`src/rtl/fvn_pkg.sv`:
```
// Shared types and constants for the fractal value noise tile block.
package fvn_pkg;

	localparam int TABLE_DEPTH = 256;
	localparam int TBL_AW      = 8;
	localparam int COORD_FRAC  = 16;
	localparam int COORD_W     = 10;
	localparam int CX_W        = 24;
	localparam int LEVEL_W     = 16;
	localparam int CFG_DATA_W  = 16;
	localparam int CFG_IDX_W   = 3;
	localparam int DIV_CNT_W   = 4;

	localparam logic [CFG_IDX_W-1:0] CFG_SEED       = 3'd0;
	localparam logic [CFG_IDX_W-1:0] CFG_FREQUENCY  = 3'd1;
	localparam logic [CFG_IDX_W-1:0] CFG_OCTAVES    = 3'd2;
	localparam logic [CFG_IDX_W-1:0] CFG_GRASS_LOW  = 3'd3;
	localparam logic [CFG_IDX_W-1:0] CFG_GRASS_HIGH = 3'd4;
	localparam logic [CFG_IDX_W-1:0] CFG_MAP_WIDTH  = 3'd5;
	localparam logic [CFG_IDX_W-1:0] CFG_MAP_HEIGHT = 3'd6;

	localparam logic [7:0]  SEED_RST       = 8'd0;
	localparam logic [15:0] FREQUENCY_RST  = 16'd3277;
	localparam logic [3:0]  OCTAVES_RST    = 4'd8;
	localparam logic [15:0] GRASS_LOW_RST  = 16'd26214;
	localparam logic [15:0] GRASS_HIGH_RST = 16'd42598;
	localparam logic [10:0] MAP_WIDTH_RST  = 11'd1024;
	localparam logic [10:0] MAP_HEIGHT_RST = 11'd1024;

	localparam logic [1:0] TILE_PATH     = 2'd0;
	localparam logic [1:0] TILE_GRASS    = 2'd1;
	localparam logic [1:0] TILE_OBSTACLE = 2'd2;

	localparam logic KIND_LOAD = 1'b0;

	typedef enum logic [3:0] {
		ST_IDLE, ST_START, ST_ROW, ST_LO, ST_HI, ST_BX, ST_MY1, ST_MY2,
		ST_ACC, ST_DINIT, ST_DIV, ST_DONE
	} state_t;

	typedef enum logic [3:0] {
		OP_NONE, OP_LOAD, OP_CAPTURE, OP_START, OP_ROW, OP_LO, OP_HI, OP_BX,
		OP_MY1, OP_MY2, OP_ACC, OP_DINIT, OP_DSTEP, OP_OUT
	} dp_op_t;

	typedef struct packed {
		logic last_octave;
		logic last_div;
	} dp_status_t;

endpackage

```
`src/rtl/fvn_ctrl.sv`:
```
// Sequencer for octaves, divide steps and the input/output handshakes.
module fvn_ctrl (
	input  logic                clk,
	input  logic                arst_n,
	input  logic                in_valid,
	output logic                in_stall,
	input  logic                kind,
	output logic                out_valid,
	input  logic                out_stall,
	input  fvn_pkg::dp_status_t status,
	output fvn_pkg::dp_op_t     op
);

	fvn_pkg::state_t state_q, state_d;
	logic out_valid_q;
	logic out_load;

	always_ff @(posedge clk or negedge arst_n) begin
		if (!arst_n) begin
			state_q     <= fvn_pkg::ST_IDLE;
			out_valid_q <= 1'b0;
		end else begin
			state_q <= state_d;
			if (out_load)
				out_valid_q <= 1'b1;
			else if (!out_stall)
				out_valid_q <= 1'b0;
		end
	end

	assign in_stall  = (state_q != fvn_pkg::ST_IDLE);
	assign out_valid = out_valid_q;

	always_comb begin
		state_d  = state_q;
		op       = fvn_pkg::OP_NONE;
		out_load = 1'b0;
		unique case (state_q)
			fvn_pkg::ST_IDLE: begin
				if (in_valid) begin
					if (kind == fvn_pkg::KIND_LOAD) begin
						op = fvn_pkg::OP_LOAD;
					end else begin
						op      = fvn_pkg::OP_CAPTURE;
						state_d = fvn_pkg::ST_START;
					end
				end
			end
			fvn_pkg::ST_START: begin
				op      = fvn_pkg::OP_START;
				state_d = fvn_pkg::ST_ROW;
			end
			fvn_pkg::ST_ROW: begin
				op      = fvn_pkg::OP_ROW;
				state_d = fvn_pkg::ST_LO;
			end
			fvn_pkg::ST_LO: begin
				op      = fvn_pkg::OP_LO;
				state_d = fvn_pkg::ST_HI;
			end
			fvn_pkg::ST_HI: begin
				op      = fvn_pkg::OP_HI;
				state_d = fvn_pkg::ST_BX;
			end
			fvn_pkg::ST_BX: begin
				op      = fvn_pkg::OP_BX;
				state_d = fvn_pkg::ST_MY1;
			end
			fvn_pkg::ST_MY1: begin
				op      = fvn_pkg::OP_MY1;
				state_d = fvn_pkg::ST_MY2;
			end
			fvn_pkg::ST_MY2: begin
				op      = fvn_pkg::OP_MY2;
				state_d = fvn_pkg::ST_ACC;
			end
			fvn_pkg::ST_ACC: begin
				op      = fvn_pkg::OP_ACC;
				state_d = status.last_octave ? fvn_pkg::ST_DINIT : fvn_pkg::ST_ROW;
			end
			fvn_pkg::ST_DINIT: begin
				op      = fvn_pkg::OP_DINIT;
				state_d = fvn_pkg::ST_DIV;
			end
			fvn_pkg::ST_DIV: begin
				op = fvn_pkg::OP_DSTEP;
				if (status.last_div)
					state_d = fvn_pkg::ST_DONE;
			end
			fvn_pkg::ST_DONE: begin
				// hold until the output register is free
				if (!out_valid_q || !out_stall) begin
					op       = fvn_pkg::OP_OUT;
					out_load = 1'b1;
					state_d  = fvn_pkg::ST_IDLE;
				end
			end
			default: state_d = fvn_pkg::ST_IDLE;
		endcase
	end

endmodule

```
`config.mk`:
```
export PLATFORM = sky130hd
export DESIGN_NAME = fvn_ctrl
export DESIGN_NICKNAME = d
export VERILOG_FILES = /design/src/rtl/fvn_pkg.sv /design/src/rtl/fvn_ctrl.sv
export SDC_FILE = /design/constraint.sdc
export NUM_CORES = 1
export LEC_CHECK = 0
export ABC_AREA = 1
export BUFFER_PORTS_ARGS = -buffer_cell sky130_fd_sc_hd__buf_4
export CORE_MARGIN = 2
export CORE_UTILIZATION = 25
export DETAILED_ROUTE_END_ITERATION = 10
export PLACE_DENSITY_LB_ADDON = 0.12
export SLEW_MARGIN = 0
export SYNTH_ARGS = -nofsm -noshare
export SYNTH_HDL_FRONTEND = slang
export SYNTH_SLANG_ARGS = --single-unit
```
`constraint.sdc`:
```
create_clock -name clk -period 2.8 [get_ports clk]
set_input_delay 0.14 -clock clk [delete_from_list [all_inputs] [get_ports clk]]
set_output_delay 0.14 -clock clk [all_outputs]
set_load 0.005 [all_outputs]
```
======== Yosys cells after proc, flatten, opt, wreduce, memory -nomap -nowiden ========
Index checks and enable logic that the tools add are counted.
operators by class
  eq/ne operators ......................... 16
  multiplexer cells ....................... 14
  reductions and logical operators ........ 6
operators with widths
  kind                number
  $pmux 4 s12         2
  $mux 4              6
  $eq 4x3->1 const B  4
  $eq 4x4->1 const B  4
  $eq 4x2->1 const B  2
  $ne 2x2->1 const B  4
  $eq 4x1->1 const B  1
  $logic_not 4->1     1
  $mux 1              4
  $mux 2              2
  $reduce_and 4->1    1
  $reduce_bool 4->1   1
  $logic_not 1->1     2
  $ne 2x1->1 const B  1
  $logic_or 1x1->1    1
word-level totals
  flip-flop bits (word level) ............. 5
  input port bits ......................... 7
  output and inout bits ................... 6
  logic and storage cells ................. 38

======== Depth between registers and ports, before layout ========
  depth in word-level cells ............... 5
  gate-level depth with buffers ........... 7

======== Least setup slack after synthesis ========
Ideal clock, no wire load.
  path type ............................... reg2reg
  start ................................... register state_q[2]
  end ..................................... register state_q[0]
  arrival ................................. 0.955 ns
  path slack .............................. 1.727 ns
  cell stages (with the launch flop) ...... 8
  clock period less this slack ............ 1.073 ns
  cell sequence ........................... dfrtp_1 > buf_4 > nor2_8 > nand3_1 > nand2_1 > nor2_2 > nand2_1 > nand2_1
between the ends
  longest elaborated chain between the ends .. 3
  elaborated cells on any way between the ends .. 18
RTL lines
  what                                           RTL line        text
  start: declaration                             fvn_ctrl.sv:14  fvn_pkg::state_t state_q, state_d;
  start signal: assignment                       fvn_ctrl.sv:20  state_q <= fvn_pkg::ST_IDLE;
  start signal: assignment                       fvn_ctrl.sv:23  state_q <= state_d;
  $eq 4x4->1 or $logic_not 4->1 (tied branches)  fvn_ctrl.sv:38  unique case (state_q)
  $ne 2x2->1 (no source line)                    --
  $reduce_and 4->1 (no source line)              --
Several ways; a longest one is shown, not always the timed one.
A chain may end at the register's enable or synchronous reset.

======== Final worst setup path ========
  start ................................... register state_q[2]
  end ..................................... output port op[0]
between the ends
  longest elaborated chain between the ends .. 2
  elaborated cells on any way between the ends .. 13
RTL lines
  what                                RTL line        text
  $eq 4x4->1 (tied with other cells)  fvn_ctrl.sv:38
  $pmux 4 s12 *                       fvn_ctrl.sv:38
  end: declaration                    fvn_ctrl.sv:11  output fvn_pkg::dp_op_t op
Mark *: on every way between the ends. The rest lies on a longest branch, timed or not.

==> flow_summary.rst <==
.. list-table::
   :header-rows: 1

   * - Metric
     - Value
   * - Outcome
     - finished, final reports clean
   * - Post-cts repair resize count
     - 0
   * - Fillcell total
     - 176
   * - Clock Tree Buf Depth
     - 2
   * - Category of the critical setup timing path
     - reg -> out
   * - Sw Ratio
     - 47.2%
   * - Number of buffers added on ports
     - 12
   * - Number of cells traversed by the worst hold path
     - 3
   * - DRT antenna net count
     - 0
   * - Final hold viol count
     - 0
   * - # DRC
     - 0
   * - HP Class
     - in -> reg
   * - Number of diodes added for antenna fixing
     - 0
   * - Floorplan row count
     - 14
   * - Period Utilization, post-route
     - 54.7%
   * - Commonest cells in the synthesized netlist
     - sky130_fd_sc_hd__nand2_1 (25), sky130_fd_sc_hd__inv_1 (10), sky130_fd_sc_hd__nand3_1 (7)
   * - Number of distinct library cells after synthesis
     - 15
   * - Total power draw
     - 655 µW
   * - Die height
     - 45.3 µm
   * - Sum of routed wire length over all layers
     - 998 µm
   * - Clock H-tree levels
     - 1
   * - Clock network fraction of design power
     - 12.7%
   * - Overall fraction of global-route tracks in use
     - 12.2%
   * - Grt total ovfl
     - 0
   * - Clock-pin transition on the worst setup and hold timing paths
     - 0.04 ns
   * - IR drop worst, VDD
     - 0.453 mV
   * - Fin Hold WS
     - 0.178 ns
   * - Proportion of register bits with asynchronous set or reset after synthesis
     - 100%
   * - FF+latch count, synth
     - 5
   * - Area of the mapped netlist
     - 427 µm²
   * - Std-Cell Core Area
     - 1560 µm²
   * - Via density
     - 4.50
   * - TritonCTS clock tree
     - yes
   * - Arrival @ worst endpoint
     - 1.39 ns
   * - Worst setup skew after layout
     - 0.00409 ns
   * - Static leakage power
     - 0.000337 µW
   * - Most frequent cell after synthesis
     - sky130_fd_sc_hd__nand2_1
   * - Area leader, netlist
     - sky130_fd_sc_hd__dfrtp_1
   * - Max-slew headroom at the worst pin
     - 75.0%
   * - Cell count after synthesis
     - 69
   * - Vias in the first global route
     - 442
   * - Type of origin of the critical path
     - flip-flop
   * - CP required
     - 2.66 ns
   * - Slew Viols, Final
     - 0
   * - Estimated wirelength of the detail-placed design
     - 825 µm
   * - Die Span X
     - 45.3 µm
   * - Worst reg2reg path depth
     - 6
   * - Shortest clock period the worst path allows after layout
     - 1.53 ns
   * - Setup repair after global routing missed its margin
     - no
   * - Die area
     - 2050 µm²
   * - Element type at the critical path end
     - output pin
   * - Crit-path max FO
     - 8
   * - Maximum number of pins on one net before global-route repair
     - 9
   * - Cell-internal power
     - 346 µW
   * - IO Count
     - 13
   * - Fraction of layout instances using a drive strength above 1
     - 23.5%
   * - Vias after detailed routing
     - 455
   * - Final setup violation count
     - 0
   * - Area added between synthesis and finish
     - 32.6%
   * - Top-area cell type share of the netlist area
     - 29.3%
   * - Number of enable-type register cells in the synthesized netlist
     - 0
   * - Routed wire per std cell
     - 9.88 µm
   * - P_sw
     - 309 µW
   * - Slew of the pin with the lowest slew margin
     - 0.375 ns
   * - Number of warnings reported in the yosys synthesis log
     - 0
   * - Total nets after synthesis
     - 76
   * - Clock network latency to the later pin of the worst-skew pair
     - 0.24 ns
   * - First-pass GRT wire length
     - 1820 µm
   * - TritonRoute pass-1 iters
     - 5
   * - Fraction of power consumed by sequential logic
     - 24.3%
   * - Initial DRC Count
     - 5
   * - Clock buffers created by TritonCTS
     - 3
   * - Number of nets in the finished design
     - 93
   * - Top achievable clock speed
     - 0.653 GHz
   * - Syn_area_per_cell
     - 6.18 µm²
   * - Combinational group share of total power
     - 63.1%
   * - Number of max-capacitance violations reported
     - 0
   * - Top_reg_cell synth
     - sky130_fd_sc_hd__dfrtp_1
   * - Number of sinks on the clock net
     - 5
   * - Dominant cells by area after synthesis
     - sky130_fd_sc_hd__dfrtp_1 (29%), sky130_fd_sc_hd__nand2_1 (22%), sky130_fd_sc_hd__inv_1 (8.8%), sky130_fd_sc_hd__nand3_1 (8.2%), sky130_fd_sc_hd__o211ai_1 (7.0%)
   * - Routability congestion estimate from global placement
     - 0.758
   * - Final-layout setup total negative slack
     - 0 ns
   * - Initial core utilization
     - 27.4%
   * - Buffer cell driving the clock tree root
     - sky130_fd_sc_hd__clkbuf_4
   * - Post-synthesis sequential area ratio
     - 29.3%
   * - Power density over cell area
     - 1160 nW/µm²
   * - Number of antenna violations at the first check in global routing
     - 0
[through the flow]
| stage | setup slack [ns] | cells | utilization, % | instance area, µm² |
|---|---|---|---|---|
| finish | 1.27 | 101 | 36.3 | 566 |
| floorplan | 1.73 | 69 | - | 427 |
| CTS | 1.25 | 101 | 36.3 | 566 |
| global route | 1.08 | 101 | 36.3 | 566 |
| global placement | 1.56 | 96 | 33.9 | 529 |
| detailed placement | 1.52 | 96 | 33.9 | 529 |
[area by class of cell]
class | instances | area, µm² | area share, %
clock buffers | 4 | 26.3 | 4.65
flip-flops and latches | 5 | 125 | 22.1
repair buffers | 13 | 100 | 17.7
inverters | 12 | 45.0 | 7.96
multi-input cells | 51 | 249 | 44.0
well taps | 16 | 20.0 | 3.54
[kinds of logic after synthesis]
group           synth area share (%)
compound gates                  12.3
simple gates                    46.0
buf+inv                         12.3
flops                           29.3
[power groups by stage]
stage | sequential [µW] | combinational [µW] | clock (µW)
after floorplan | 130 | 301 | 0
after global placement | 158 | 430 | 0
after detailed placement | 160 | 419 | 0
after CTS | 158 | 422 | 87.3
after global routing | 165 | 485 | 91.7
final | 159 | 413 | 83.0
[cells in the final DEF, fill, tap and decap left out, types with 2 or more instances in the layout]
cell type and count:
sky130_fd_sc_hd__nand2_1 25, sky130_fd_sc_hd__nand3_1 7, sky130_fd_sc_hd__o211ai_1 4, sky130_fd_sc_hd__dfrtp_1 5, sky130_fd_sc_hd__nor2_1 6, sky130_fd_sc_hd__inv_1 10
sky130_fd_sc_hd__clkbuf_4 3, sky130_fd_sc_hd__nor2_2 2, sky130_fd_sc_hd__inv_2 2, sky130_fd_sc_hd__buf_4 12, sky130_fd_sc_hd__nand4_1 2
[critical path, stage by stage, from the launching register on]
cell	delay, ns
sky130_fd_sc_hd__dfrtp_1	0.56
sky130_fd_sc_hd__nand2_1	0.14
sky130_fd_sc_hd__inv_1	0.09
sky130_fd_sc_hd__nand2_1	0.07
sky130_fd_sc_hd__o21a_1	0.11
sky130_fd_sc_hd__nand4_1	0.06
sky130_fd_sc_hd__buf_4	0.11
[flip-flops by register name, indices dropped and copies added, names as in the netlist]
| register | flops |
|---|---|
| state_q | 4 |
| out_valid | 1 |
[path summary, 6_finish.rpt]
path | from | endpoint | slack (ns)
min | out_stall | out_valid$_DFFE_PN0P_ | 0.18
max reg2reg | state_q[2]$_DFFE_PN0P_ | state_q[0]$_DFFE_PN0P_ | 1.57
min reg2reg | out_valid$_DFFE_PN0P_ | out_valid$_DFFE_PN0P_ | 0.56
max | state_q[2]$_DFFE_PN0P_ | op[0] | 1.27
min in group asynchronous | arst_n | out_valid$_DFFE_PN0P_ | 0.24
max in group asynchronous | arst_n | state_q[3]$_DFFE_PN0P_ | 2.45
[layer usage]
metal / up-vias / routed length, µm / track usage, %
met5: - / 0 / 0
met4: 0 / 0 / 3.53
met3: 0 / 42 / 4.00
met2: 11 / 456 / 18.6
met1: 192 / 499 / 16.3
li1: 252 / - / -
[timing repair]
item	CTS	global route
hold endpoints to repair	5	0
buffers inserted	0	0
hold buffers	1	0
Note: power is estimated with default switching activity, not from simulation.
